File: config.mk
export PLATFORM = sky130hd
export DESIGN_NAME = antialiased_glyph_blitter_unit_flat
export DESIGN_NICKNAME = d
export VERILOG_FILES = /design/src/rtl/agb_pkg.sv /design/src/rtl/agb_glyph_if.sv /design/src/rtl/agb_pixel_if.sv /design/src/rtl/agb_cfg_if.sv /design/src/rtl/antialiased_glyph_blitter_unit.sv /design/src/rtl/agb_lane.sv /design/src/rtl/agb_merge.sv /design/src/flat_wrapper.sv
export SDC_FILE = /design/constraint.sdc
export NUM_CORES = 1
export LEC_CHECK = 0
export BUFFER_PORTS_ARGS = -buffer_cell sky130_fd_sc_hd__buf_4
export CORE_MARGIN = 1.5
export CORE_UTILIZATION = 40
export CTS_CLUSTER_SIZE = 20
export DETAILED_ROUTE_END_ITERATION = 6
export GPL_ROUTABILITY_DRIVEN = 0
export MAX_ROUTING_LAYER = met4
export PLACE_DENSITY_LB_ADDON = 0.2
export SYNTH_ARGS = -nofsm -noshare
export SYNTH_HDL_FRONTEND = slang
export SYNTH_SLANG_ARGS = --single-unit
export TNS_END_PERCENT = 20
File: constraint.sdc
create_clock -name clk -period 12.88 [get_ports clk]
set_input_delay 1.932 -clock clk [delete_from_list [all_inputs] [get_ports clk]]
set_output_delay 1.932 -clock clk [all_outputs]
set_load 0.02 [all_outputs]
File: src/rtl/agb_pkg.sv
// shared types and constants of the antialiased glyph blitter
package agb_pkg;

	localparam int unsigned BYTE_W     = 8;
	localparam int unsigned NIB_W      = 4;
	localparam int unsigned X_W        = 11;
	localparam int unsigned Y_W        = 9;
	localparam int unsigned COLOR_W    = 15;
	localparam int unsigned CHAN_W     = 5;
	localparam int unsigned CFG_IDX_W  = 4;
	localparam int unsigned CFG_DATA_W = 15;
	localparam int unsigned SIDE_W     = 7;
	localparam int unsigned POS_W      = 12;

	// result queue between the lanes and the output port
	localparam int unsigned QUEUE_DEPTH = 4;
	localparam int unsigned QPTR_W      = 2;
	localparam int unsigned QCNT_W      = 3;

	// configuration register indexes
	localparam logic [CFG_IDX_W-1:0] REG_PEN_COLOR     = 4'd0;
	localparam logic [CFG_IDX_W-1:0] REG_CELL_X        = 4'd1;
	localparam logic [CFG_IDX_W-1:0] REG_CELL_Y        = 4'd2;
	localparam logic [CFG_IDX_W-1:0] REG_SKIP_X        = 4'd3;
	localparam logic [CFG_IDX_W-1:0] REG_SKIP_Y        = 4'd4;
	localparam logic [CFG_IDX_W-1:0] REG_GLYPH_WIDTH   = 4'd5;
	localparam logic [CFG_IDX_W-1:0] REG_GLYPH_HEIGHT  = 4'd6;
	localparam logic [CFG_IDX_W-1:0] REG_ADVANCE_PITCH = 4'd7;

	// one shaded pixel found by a lane
	typedef struct packed {
		logic                    valid;
		logic signed [X_W-1:0]   x;
		logic [COLOR_W-1:0]      color;
	} agb_pix_t;

	// one pixel write waiting for the output port
	typedef struct packed {
		logic signed [X_W-1:0]   x;
		logic [Y_W-1:0]          y;
		logic [COLOR_W-1:0]      color;
		logic                    last;
	} agb_wr_t;

endpackage

File: src/rtl/agb_glyph_if.sv
// glyph byte channel
interface agb_glyph_if;
	import agb_pkg::*;
	logic              valid;
	logic              ready;
	logic [BYTE_W-1:0] glyph_byte;
	modport source(output valid, output glyph_byte, input ready);
	modport sink(input valid, input glyph_byte, output ready);
endinterface

File: src/rtl/agb_pixel_if.sv
// pixel write channel
interface agb_pixel_if;
	import agb_pkg::*;
	logic                  valid;
	logic                  ready;
	logic signed [X_W-1:0] pixel_x;
	logic [Y_W-1:0]        pixel_y;
	logic [COLOR_W-1:0]    pixel_color;
	logic                  last_write;
	modport source(output valid, output pixel_x, output pixel_y, output pixel_color,
		output last_write, input ready);
	modport sink(input valid, input pixel_x, input pixel_y, input pixel_color,
		input last_write, output ready);
endinterface

File: src/rtl/agb_cfg_if.sv
// configuration write channel
interface agb_cfg_if;
	import agb_pkg::*;
	logic                  valid;
	logic                  ready;
	logic [CFG_IDX_W-1:0]  reg_index;
	logic [CFG_DATA_W-1:0] data;
	modport source(output valid, output reg_index, output data, input ready);
	modport sink(input valid, input reg_index, input data, output ready);
endinterface

File: src/rtl/antialiased_glyph_blitter_unit.sv
// top level of the antialiased 4-bit glyph blitter with RGB555 output
//
// Usage: load the registers on the cfg channel (index 0..7: pen color, cell x,
// cell y, skip x, skip y, glyph width, glyph height, advance pitch) while the
// block is idle; every write also restarts the glyph at row 0, column 0.
// Then stream the glyph's coverage bytes in row order on the glyph channel,
// (width+1)/2 bytes per row, low nibble on the left. Each nonzero nibble of a
// visible row gives one beat on the pixel channel with its screen x, y and
// shaded color; last_write marks the final beat caused by a byte.
// Path: an accepted byte is registered in the byte stage, then written into
// the result queue whose head offers its first write; a queue without room
// holds the byte in the byte stage. Throughput: one byte per cycle while the
// receiver is ready and each byte yields at most one write; a byte with two
// writes uses the single output port once per write, so such bytes stream
// slower. The rate is set by the one pixel port and four-entry result queue.
// The two nibbles are shaded by two parallel lanes; a merge stage orders
// their writes. When the receiver stalls, the queue fills and the glyph
// channel drops ready; nothing is lost. Reset empties the queue and restores
// the register defaults; cfg is always ready.
module antialiased_glyph_blitter_unit #(
	parameter int unsigned SCREEN_WIDTH   = 480,
	parameter int unsigned SCREEN_HEIGHT  = 272,
	parameter int unsigned MAX_GLYPH_SIDE = 64
) (
	input  logic          clk,
	input  logic          arst_n,
	agb_cfg_if.sink       cfg,
	agb_glyph_if.sink     glyph,
	agb_pixel_if.source   pixel
);
	import agb_pkg::*;

	localparam int unsigned CNT_W = $clog2(MAX_GLYPH_SIDE + 1);
	localparam logic signed [POS_W-1:0] SCR_W = POS_W'(SCREEN_WIDTH);
	localparam logic signed [POS_W-1:0] SCR_H = POS_W'(SCREEN_HEIGHT);
	localparam logic [SIDE_W-1:0]       MAX_SIDE = SIDE_W'(MAX_GLYPH_SIDE);

	// configuration registers
	logic [COLOR_W-1:0]      pen_color_q;
	logic signed [9:0]       cell_x_q;
	logic signed [9:0]       cell_y_q;
	logic [5:0]              skip_x_q;
	logic [5:0]              skip_y_q;
	logic [SIDE_W-1:0]       glyph_width_q;
	logic [SIDE_W-1:0]       glyph_height_q;
	logic [SIDE_W-1:0]       advance_pitch_q;

	// glyph position counters
	logic [CNT_W-1:0]        col_q;
	logic [CNT_W-1:0]        row_q;

	// byte stage
	logic                    valid_s1;
	logic [BYTE_W-1:0]       byte_s1;
	logic signed [X_W-1:0]   x0_s1;
	logic [Y_W-1:0]          y_s1;
	logic                    vis_s1;

	logic                    cfg_wr;
	logic                    take;
	logic                    advance;
	logic [SIDE_W-1:0]       w_eff;
	logic [SIDE_W-1:0]       h_eff;
	logic                    empty_glyph;
	logic                    wrap;
	logic [CNT_W-1:0]        col_eff;
	logic [CNT_W-1:0]        row_eff;
	logic signed [POS_W-1:0] x0_pos;
	logic signed [POS_W-1:0] y_pos;
	logic                    rejected;
	logic                    visible;
	logic                    row_end;
	agb_pix_t                lane_l;
	agb_pix_t                lane_r;

	assign cfg.ready = 1'b1;
	assign cfg_wr    = cfg.valid && cfg.ready;
	assign glyph.ready = !valid_s1 || advance;
	assign take      = glyph.valid && glyph.ready;

	// register writes
	always_ff @(posedge clk or negedge arst_n) begin
		if (!arst_n) begin
			pen_color_q     <= COLOR_W'(32767);
			cell_x_q        <= '0;
			cell_y_q        <= '0;
			skip_x_q        <= '0;
			skip_y_q        <= '0;
			glyph_width_q   <= SIDE_W'(8);
			glyph_height_q  <= SIDE_W'(14);
			advance_pitch_q <= SIDE_W'(8);
		end else if (cfg_wr) begin
			case (cfg.reg_index)
				REG_PEN_COLOR:     pen_color_q     <= cfg.data;
				REG_CELL_X:        cell_x_q        <= cfg.data[9:0];
				REG_CELL_Y:        cell_y_q        <= cfg.data[9:0];
				REG_SKIP_X:        skip_x_q        <= cfg.data[5:0];
				REG_SKIP_Y:        skip_y_q        <= cfg.data[5:0];
				REG_GLYPH_WIDTH:   glyph_width_q   <= cfg.data[SIDE_W-1:0];
				REG_GLYPH_HEIGHT:  glyph_height_q  <= cfg.data[SIDE_W-1:0];
				REG_ADVANCE_PITCH: advance_pitch_q <= cfg.data[SIDE_W-1:0];
				default: ;
			endcase
		end
	end

	// clamped glyph size and effective position
	always_comb begin
		w_eff = (glyph_width_q > MAX_SIDE) ? MAX_SIDE : glyph_width_q;
		h_eff = (glyph_height_q > MAX_SIDE) ? MAX_SIDE : glyph_height_q;
		empty_glyph = (w_eff == '0) || (h_eff == '0);
		wrap = (SIDE_W'(row_q) >= h_eff) || (SIDE_W'(col_q) >= w_eff);
		col_eff = wrap ? '0 : col_q;
		row_eff = wrap ? '0 : row_q;
		x0_pos = POS_W'(cell_x_q) + POS_W'(skip_x_q) + POS_W'(col_eff);
		y_pos  = POS_W'(cell_y_q) + POS_W'(skip_y_q) + POS_W'(row_eff);
		rejected = ((POS_W'(cell_x_q) + $signed(POS_W'(advance_pitch_q))) < 0) ||
			(POS_W'(cell_x_q) >= SCR_W);
		visible = !empty_glyph && !rejected && (y_pos >= 0) && (y_pos < SCR_H);
		row_end = (SIDE_W'(col_eff) + SIDE_W'(2)) >= w_eff;
	end

	// position counters, any register write restarts the glyph
	always_ff @(posedge clk or negedge arst_n) begin
		if (!arst_n) begin
			col_q <= '0;
			row_q <= '0;
		end else if (cfg_wr) begin
			col_q <= '0;
			row_q <= '0;
		end else if (take && !empty_glyph) begin
			if (row_end) begin
				col_q <= '0;
				row_q <= ((SIDE_W'(row_eff) + SIDE_W'(1)) >= h_eff) ? '0 :
					row_eff + CNT_W'(1);
			end else begin
				col_q <= col_eff + CNT_W'(2);
				row_q <= row_eff;
			end
		end
	end

	// byte stage control
	always_ff @(posedge clk or negedge arst_n) begin
		if (!arst_n) begin
			valid_s1 <= 1'b0;
		end else if (take) begin
			valid_s1 <= 1'b1;
		end else if (advance) begin
			valid_s1 <= 1'b0;
		end
	end

	// byte stage payload
	always_ff @(posedge clk) begin
		if (take) begin
			byte_s1 <= glyph.glyph_byte;
			x0_s1   <= x0_pos[X_W-1:0];
			y_s1    <= y_pos[Y_W-1:0];
			vis_s1  <= visible;
		end
	end

	// left and right pixel lanes
	agb_lane u_lane_l (
		.en        (vis_s1),
		.nibble    (byte_s1[NIB_W-1:0]),
		.x         (x0_s1),
		.pen_color (pen_color_q),
		.pix       (lane_l)
	);

	agb_lane u_lane_r (
		.en        (vis_s1),
		.nibble    (byte_s1[BYTE_W-1:NIB_W]),
		.x         (x0_s1 + X_W'(1)),
		.pen_color (pen_color_q),
		.pix       (lane_r)
	);

	agb_merge u_merge (
		.clk      (clk),
		.arst_n   (arst_n),
		.s1_valid (valid_s1),
		.lane_l   (lane_l),
		.lane_r   (lane_r),
		.y        (y_s1),
		.advance  (advance),
		.pixel    (pixel)
	);

	// a register write restarts the glyph
	a_cfg_restart: assert property (@(posedge clk) disable iff (!arst_n)
		cfg_wr |=> (col_q == '0) && (row_q == '0))
		else $error("counters not cleared by register write");

	// the byte's left pixel always sits on an even column
	a_col_even: assert property (@(posedge clk) disable iff (!arst_n)
		col_q[0] == 1'b0)
		else $error("odd column count");

	// an empty glyph leaves the counters alone
	a_empty_hold: assert property (@(posedge clk) disable iff (!arst_n)
		(take && empty_glyph && !cfg_wr) |=> $stable(col_q) && $stable(row_q))
		else $error("counters moved on empty glyph");

endmodule

File: src/rtl/agb_lane.sv
// one pixel lane: coverage shading of the pen color and column of the write
module agb_lane (
	input  logic                           en,
	input  logic [agb_pkg::NIB_W-1:0]      nibble,
	input  logic signed [agb_pkg::X_W-1:0] x,
	input  logic [agb_pkg::COLOR_W-1:0]    pen_color,
	output agb_pkg::agb_pix_t              pix
);
	import agb_pkg::*;

	logic [CHAN_W-1:0] k;
	logic [CHAN_W-1:0] chan_out [3];

	// coverage weight 2n+1
	assign k = {nibble, 1'b1};

	// per channel ((c+1)*k-1)>>5
	always_comb begin
		for (int i = 0; i < 3; i++) begin
			logic [CHAN_W:0]   c1;
			logic [2*CHAN_W:0] prod;
			c1 = {1'b0, pen_color[i*CHAN_W +: CHAN_W]} + (CHAN_W+1)'(1);
			prod = (2*CHAN_W+1)'(c1) * (2*CHAN_W+1)'(k) - (2*CHAN_W+1)'(1);
			chan_out[i] = prod[2*CHAN_W-1:CHAN_W];
		end
	end

	assign pix.valid = en && (nibble != '0);
	assign pix.x     = x;
	assign pix.color = {chan_out[2], chan_out[1], chan_out[0]};

endmodule

File: src/rtl/agb_merge.sv
// merges the two lane results into an ordered queue of pixel writes
module agb_merge (
	input  logic                         clk,
	input  logic                         arst_n,
	input  logic                         s1_valid,
	input  agb_pkg::agb_pix_t            lane_l,
	input  agb_pkg::agb_pix_t            lane_r,
	input  logic [agb_pkg::Y_W-1:0]      y,
	output logic                         advance,
	agb_pixel_if.source                  pixel
);
	import agb_pkg::*;

	agb_wr_t             queue_q [QUEUE_DEPTH];
	logic [QPTR_W-1:0]   wr_ptr_q;
	logic [QPTR_W-1:0]   rd_ptr_q;
	logic [QCNT_W-1:0]   count_q;
	logic [QCNT_W-1:0]   push_k;
	logic                pop;

	// number of writes the current byte adds
	assign push_k  = QCNT_W'(lane_l.valid) + QCNT_W'(lane_r.valid);
	assign advance = s1_valid && ((count_q + push_k) <= QCNT_W'(QUEUE_DEPTH));
	assign pop     = (count_q != '0) && pixel.ready;

	// queue storage, left pixel first
	always_ff @(posedge clk) begin
		if (advance && lane_l.valid) begin
			queue_q[wr_ptr_q] <= '{x: lane_l.x, y: y, color: lane_l.color,
				last: !lane_r.valid};
		end
		if (advance && lane_r.valid) begin
			queue_q[wr_ptr_q + QPTR_W'(lane_l.valid)] <= '{x: lane_r.x, y: y,
				color: lane_r.color, last: 1'b1};
		end
	end

	// pointers and fill count
	always_ff @(posedge clk or negedge arst_n) begin
		if (!arst_n) begin
			wr_ptr_q <= '0;
			rd_ptr_q <= '0;
			count_q  <= '0;
		end else begin
			if (advance) begin
				wr_ptr_q <= wr_ptr_q + QPTR_W'(push_k);
			end
			if (pop) begin
				rd_ptr_q <= rd_ptr_q + QPTR_W'(1);
			end
			count_q <= count_q + (advance ? push_k : '0) - QCNT_W'(pop);
		end
	end

	// head of queue drives the port
	assign pixel.valid       = (count_q != '0);
	assign pixel.pixel_x     = queue_q[rd_ptr_q].x;
	assign pixel.pixel_y     = queue_q[rd_ptr_q].y;
	assign pixel.pixel_color = queue_q[rd_ptr_q].color;
	assign pixel.last_write  = queue_q[rd_ptr_q].last;

	// queue never overfills
	a_count_bound: assert property (@(posedge clk) disable iff (!arst_n)
		count_q <= QCNT_W'(QUEUE_DEPTH))
		else $error("result queue overfilled");

	// stalled output with nothing pushed holds the fill level
	a_stall_hold: assert property (@(posedge clk) disable iff (!arst_n)
		(pixel.valid && !pixel.ready && !(advance && push_k != '0)) |=> $stable(count_q))
		else $error("queue level moved during stall");

	// a byte with two writes only enters when both fit
	a_pair_room: assert property (@(posedge clk) disable iff (!arst_n)
		(advance && push_k == QCNT_W'(2)) |-> count_q <= QCNT_W'(QUEUE_DEPTH - 2))
		else $error("pair pushed without room");

endmodule
File: src/flat_wrapper.sv
// flat-port wrapper written by rule: the top's interface ports become plain ports
module antialiased_glyph_blitter_unit_flat import agb_pkg::*;
#(
	parameter int unsigned SCREEN_WIDTH   = 480,
	parameter int unsigned SCREEN_HEIGHT  = 272,
	parameter int unsigned MAX_GLYPH_SIDE = 64
)
  (clk, arst_n, cfg_valid, cfg_reg_index, cfg_data, cfg_ready, glyph_valid, glyph_glyph_byte, glyph_ready, pixel_valid, pixel_pixel_x, pixel_pixel_y, pixel_pixel_color, pixel_last_write, pixel_ready);
  agb_cfg_if cfg_i ();
  agb_glyph_if glyph_i ();
  agb_pixel_if pixel_i ();
  input  logic clk;
  input  logic arst_n;
  input wire logic [$bits(cfg_i.valid)-1:0] cfg_valid;
  input wire logic [$bits(cfg_i.reg_index)-1:0] cfg_reg_index;
  input wire logic [$bits(cfg_i.data)-1:0] cfg_data;
  output wire logic [$bits(cfg_i.ready)-1:0] cfg_ready;
  input wire logic [$bits(glyph_i.valid)-1:0] glyph_valid;
  input wire logic [$bits(glyph_i.glyph_byte)-1:0] glyph_glyph_byte;
  output wire logic [$bits(glyph_i.ready)-1:0] glyph_ready;
  output wire logic [$bits(pixel_i.valid)-1:0] pixel_valid;
  output wire logic [$bits(pixel_i.pixel_x)-1:0] pixel_pixel_x;
  output wire logic [$bits(pixel_i.pixel_y)-1:0] pixel_pixel_y;
  output wire logic [$bits(pixel_i.pixel_color)-1:0] pixel_pixel_color;
  output wire logic [$bits(pixel_i.last_write)-1:0] pixel_last_write;
  input wire logic [$bits(pixel_i.ready)-1:0] pixel_ready;
  assign cfg_i.valid = cfg_valid;
  assign cfg_i.reg_index = cfg_reg_index;
  assign cfg_i.data = cfg_data;
  assign cfg_ready = cfg_i.ready;
  assign glyph_i.valid = glyph_valid;
  assign glyph_i.glyph_byte = glyph_glyph_byte;
  assign glyph_ready = glyph_i.ready;
  assign pixel_valid = pixel_i.valid;
  assign pixel_pixel_x = pixel_i.pixel_x;
  assign pixel_pixel_y = pixel_i.pixel_y;
  assign pixel_pixel_color = pixel_i.pixel_color;
  assign pixel_last_write = pixel_i.last_write;
  assign pixel_i.ready = pixel_ready;
  antialiased_glyph_blitter_unit #(.SCREEN_WIDTH(SCREEN_WIDTH), .SCREEN_HEIGHT(SCREEN_HEIGHT), .MAX_GLYPH_SIDE(MAX_GLYPH_SIDE)) u_core (.clk(clk), .arst_n(arst_n), .cfg(cfg_i), .glyph(glyph_i), .pixel(pixel_i));
endmodule
* Word-level counts from Yosys, hierarchy flattened
Memory sizes are Yosys's and may differ from the RTL's.
Cells that the tools add are included.
** Operators by class
- Add/sub/neg operators :: 24
- Multipliers :: 6
- Div/mod/pow operators :: 0
- $lt $le $gt $ge :: 11
- Equality and inequality tests :: 7
- Shifts and indexed selects :: 0
- Multiplexer cells :: 18
- Bitwise operators :: 0
- Reductions and logical operators :: 35
** Operator list (number)
- 7-bit 2-to-1 mux :: 11
- 6-bit by 5-bit multiplier with 10-bit output :: 6
- 10-bit by 1-bit subtractor with 10-bit output, second input constant :: 6
- 32-bit by 1-bit < comparator with 1-bit output, second input constant :: 1
- 7-bit greater-or-equal comparator :: 4
- 10-bit by 7-bit adder with 11-bit output :: 2
- 5-bit by 1-bit adder with 6-bit output, second input constant :: 3
- 4-bit by 3-bit equality test with 1-bit output, second input constant :: 4
- 2-bit AND reduction :: 8
- 7-bit greater-than comparator, second input constant :: 2
- 7-bit logical NOT :: 2
- 12-bit by 7-bit adder with 12-bit output :: 1
- 12-bit by 1-bit greater-or-equal comparator with 1-bit output, second input constant :: 1
- 12-bit by 10-bit < comparator with 1-bit output, second input constant :: 1
- 10-bit by 8-bit adder with 11-bit output :: 1
- 11-bit by 2-bit adder with 11-bit output, second input constant :: 1
- 11-bit by 7-bit adder with 11-bit output :: 1
- 1-bit logical AND :: 11
- 10-bit greater-or-equal comparator, second input constant :: 1
- 4-bit by 2-bit equality test with 1-bit output, second input constant :: 2
- 4-bit nonzero test :: 2
- 7-bit by 1-bit adder with 7-bit output, second input constant :: 1
- 7-bit by 2-bit adder with 7-bit output, second input constant :: 1
- 3-bit adder :: 2
- other kinds (14) :: 26
** Word-level totals
- Register bits :: 119
- Latch bits :: 0
- Bits in writable memories :: 144
- ROM bits :: 0
- Input bits :: 32
- Output and inout bits :: 39
- Logic and storage cells :: 120
- Memories kept :: 1
** Memories
- u_core.u_merge.queue_q :: words 4, width 36, rd ports 1, clocked after memory_dff 0, write ports 2, line agb_merge.sv:14 : agb_wr_t queue_q [QUEUE_DEPTH];

* Longest topological paths before layout
- Depth in word-level cells :: 11
- Mapped depth :: 22
- Depth with buffers taken out :: 20

* Modules after synthesis
Synthesis repeated with hierarchy kept, for this count alone.
** Unflattened totals
- Cells, all modules :: 1982
- Area total of the unflattened synthesis :: 20379.5 um^2
** By module, submodules not included
- agb_merge :: times used 1, cells each 674, area each 8022.7 um^2, sequential area each 4459.3 um^2
- antialiased_glyph_blitter_unit :: times used 1, cells each 575, area each 6476.2 um^2, sequential area each 2972.9 um^2
- agb_lane at u_core.u_lane_l :: times used 1, cells each 366, area each 2944.1 um^2, sequential area each 0.0 um^2
- agb_lane at u_core.u_lane_r :: times used 1, cells each 367, area each 2936.6 um^2, sequential area each 0.0 um^2

* Least setup slack after synthesis
No wires, ideal clock.
- Path kind :: register to output
- From :: reg u_core.byte_s1[5]
- To :: out glyph_ready
- Arrival :: 2.715 ns
- Required time :: 10.948 ns
- Setup slack :: 8.233 ns
- Cell stages (with the launch flop) :: 9
- Buffers on the path :: 0
- Cells stage by stage :: edfxtp_1 -> o41ai_4 -> inv_1 -> ha_1 -> ha_1 -> inv_1 -> fa_1 -> nor2b_1 -> or3b_1
** On the way
- Word-level cells in the longest chain between the ends :: 7
** Ends and longest elaborated chain
- start: declaration :: line antialiased_glyph_blitter_unit.sv:54 : logic [BYTE_W-1:0] byte_s1;
- start signal: assignment :: line antialiased_glyph_blitter_unit.sv:157 : byte_s1 <= glyph.glyph_byte;
- 4-bit nonzero test :: line agb_lane.sv:28 : assign pix.valid = en && (nibble != '0);
- 1-bit logical AND :: line agb_lane.sv:28
- 1-bit by 1-bit adder with 2-bit output :: line agb_merge.sv:22 : assign push_k = QCNT_W'(lane_l.valid) + QCNT_W'(lane_r.valid);
- 3-bit adder :: line agb_merge.sv:23 : assign advance = s1_valid && ((count_q + push_k) <= QCNT_W'(QUEUE_DEPTH));
- 3-bit <= comparator :: line agb_merge.sv:23
- 1-bit logical AND :: line agb_merge.sv:23
- 1-bit logical OR :: line antialiased_glyph_blitter_unit.sv:78 : assign glyph.ready = !valid_s1 || advance;
- end: declaration :: line flat_wrapper.sv:20 : output wire logic [$bits(glyph_i.ready)-1:0] glyph_ready;
No other way between the ends.

* Final worst setup path
Same ends and word-level chain as after synthesis.

==> implementation parameters <==
Parameter                              Value

Worst setup path
  Kind of cell with the highest combined delay on the critical path    adder cells
  Critical path, cell by cell    o41ai_4 > inv_1 > ha_1 > ha_1 > inv_1 > fa_1 > nor2b_1 > or3b_1 > buf_4
  Number of buffers and inverters on the critical path    3
  Crit-path max cell delay    660 ps
  Critical path arrival    3980 ps
  Setup Crit Path Kind    reg2out
  Slowest cell on the critical path    edfxtp_1
  Required time at the endpoint of the critical path    10,950 ps
  Kind of end point of the critical path    output port
  Maximum fanout along the worst path    19
  Slack of the worst reg-to-reg path    7090 ps
  Type of element launching the critical path    flop

Clocking
  Count of hold buffers inserted by post-cts repair    0
  Cells resized by post-CTS repair    0
  Skew-Pair Late Insertion Delay    570 ps
  Clock-pin slew reported for the worst setup and hold paths after clock tree synthesis    70 ps
  TritonCTS clock tree    yes
  Root Driver    clkbuf_16
  Number of setup buffers added after CTS    0
  Number of CTS-inserted buffers    29
  H-tree depth    1
  Maximum buffer depth of the clock tree    3
  Sinks on the clock net    263

Route
  Detail Route met2 WL    20,400 um
  DRT met1 WL    21,100 um
  Top Layer Used    met4
  Detail-routed via count per cell    5.26
  Antenna violation net count after detailed routing    0
  Detailed-route wire length    44,200 um
  Mean routed wirelength per cell    18.5 um
  Number of vias in the routed layout    12,600
  Post-route DRC    0
  Initial detailed-routing violation count    763
  Total length of routed met3 wires    1980 um
  Router iterations before antenna repair    5

GRT
  First-pass GRT wire length    70,100 um
  Total congestion overflow    0
  Aggregate global-route resource usage    0.192
  Largest net degree at the start of global routing    50
  Antenna violations before repair    0
  Number of global-route vias before repair    12,500

Synth
  Seq cells post-synth    263
  Number of enable flip-flop cells after synthesis    169
  Most instantiated library cell after synthesis    inv_1
  Top cells by count, synth    185 x inv_1, 169 x edfxtp_1, 164 x ha_1, 164 x nand2_1, 113 x o21ai_0
  Largest area contributor in the synthesized netlist    edfxtp_1
  Net count after synthesis    2,001
  Leading post-synthesis cells by cell area    edfxtp_1 27%, ha_1 11%, fa_1 10%, dfrtp_1 9.3%, mux4_2 4.3%
  Fraction of post-synthesis cell area in the top cell type by area    0.270
  Synthesized area per cell    11.0 um^2
  Instance count of the mapped netlist    1,710
  Synth warnings    0
  Dominant register cell in the synthesized netlist    edfxtp_1
  Share of flip-flops with an asynchronous set or reset after synthesis    0.342
  Netlist area before placement    0.0188 mm^2
  Sequential area share after synthesis    0.395
  Post-synth cell types    73

Hold path
  Type of the most critical hold path    reg2reg

Floorplanning
  I/O Pins    71
  # rows    79
  Die Y-Extent    220 um
  Die Outline Area    0.0483 mm^2
  Area of the core    0.0465 mm^2
  Initial core utilization    0.405
  Die Wd    220 um

Outcome
  Result of the run    finished, final reports clean

Timing
  Period utilisation layout    0.459
  Hold Fails Final Rpt    0
  Skew final    14.1 ps
  Count of endpoints failing setup in the final report    0
  Setup_tns    0 ps
  Slew margin rel.    0.224
  Final Critical Period    5910 ps
  Maximum clock frequency    0.169 GHz
  Least setup slack across all paths after layout    6970 ps
  Unrepaired setup endpoints after global routing    false
  Number of slew-limit violations in the final report    0
  Actual slew at the worst max-slew pin    1160 ps

Run
  # Max-Cap Violations    0

Finish
  Fraction of layout instances using a drive strength above 1    0.150
  Post-route cell area    0.0209 mm^2
  Area Overhead vs Synth    11.1%
  Final nets    2,056
  Post-route core utilization    0.450
  Count of antenna diodes in the layout    0
  Filler cell count    4,324

Placed design
  Placed wire-length estimate after detailed placement    32,600 um
  Post-place setup slack    7260 ps
  Placed Area    0.0200 mm^2
  Number of buffers inserted by port buffering    69
[cell usage in the layout, fill, tap and decap left out, drive strengths merged, types with 29 or more instances in the layout]
cell,instances
inv,186
edfxtp,169
ha,164
nand2,164
o21ai,118
fa,95
buf,85
and2,78
dfrtp,70
xnor2,64
nor2,62
mux2,56
o22ai,44
clkbuf,40
a21oi,39
nor2b,36
mux4,36
xor2,29
nand2b,29
[final timing paths]
path                                                                 from                                         to  cells after the start
worst max-delay path                          u_core.byte_s1[5]$_DFFE_PP_                                glyph_ready                      9
worst min-delay path            u_core.u_merge.queue_q[3][0]$_SDFFE_PP1P_  u_core.u_merge.queue_q[3][0]$_SDFFE_PP1P_                      2
worst max register to register       u_core.glyph_height_q[6]$_DFFE_PN0P_                u_core.row_q[2]$_DFFE_PN0P_                     19
worst min register to register  u_core.u_merge.queue_q[3][0]$_SDFFE_PP1P_  u_core.u_merge.queue_q[3][0]$_SDFFE_PP1P_                      2
max in group asynchronous                                          arst_n     u_core.u_merge.rd_ptr_q[0]$_DFFE_PN0P_                      2
min in group asynchronous                                          arst_n             u_core.cell_y_q[0]$_DFFE_PN0P_                      1
[through the flow]
| step | std cells | hold WS [ps] |
|---|---|---|
| floorplan | 1710 | 450 |
| global placement | 2341 | 475 |
| detailed placement | 2341 | 470 |
| CTS | 2395 | 486 |
| global route | 2395 | 510 |
| finish | 2395 | 487 |
[registers in the layout (all words and copies together), names as in the netlist]
name,flops
u_core.skip_x_q,6
u_core.pen_color_q,15
u_core.cell_y_q,10
u_core.glyph_height_q,7
u_core.valid_s1,1
u_core.advance_pitch_q,7
u_core.skip_y_q,6
u_core.u_merge.queue_q,144
u_core.vis_s1,1
u_core.u_merge.rd_ptr_q,2
u_core.col_q,7
u_core.byte_s1,8
u_core.row_q,7
u_core.cell_x_q,10
u_core.x0_s1,11
u_core.u_merge.count_q,3
u_core.y_s1,9
u_core.glyph_width_q,7
u_core.u_merge.wr_ptr_q,2
[cells by family after synthesis]
family,count (synthesis),synth area share
AO/OA/AOI/OAI,289,0.0960
XOR/XNOR,93,0.0437
adder cells (fa/ha/maj),259,0.210
buffers and inverters,246,0.0509
flip-flops,263,0.395
multiplexers,93,0.0772
other,1,0.000199
AND/OR/NAND/NOR,466,0.127
[final cells by class]
| class | instances | area (um^2) | share of cell area |
|---|---|---|---|
| inverters | 185 | 694 | 0.0332 |
| multi-input cells | 1201 | 10400 | 0.499 |
| clock inverters | 14 | 105 | 0.00503 |
| repair buffers | 85 | 638 | 0.0305 |
| flip-flops and latches | 263 | 7430 | 0.356 |
| clock buffers | 40 | 828 | 0.0396 |
| well taps | 607 | 759 | 0.0364 |
[metal layers]
layer,vias to the layer above,track usage
li1,6079,-
met1,6180,0.272
met2,279,0.297
met3,52,0.0215
met4,0,0.0417
met5,-,-
[worst reg2reg max path, delay by kind of cell, from the launching register on]
| kind | cells | cell delay [ps] |
|---|---|---|
| DFF | 1 | 410 |
| adders and majority gates | 3 | 850 |
| and+or+nand+nor | 6 | 2150 |
| AOI/OAI and AO/OA | 7 | 1860 |
| xor gates and xnor gates | 1 | 130 |
| buffers and inverters | 2 | 310 |
Power is not shown: default switching activity piles up to over one toggle a cycle in this logic, so the estimate is an artifact.
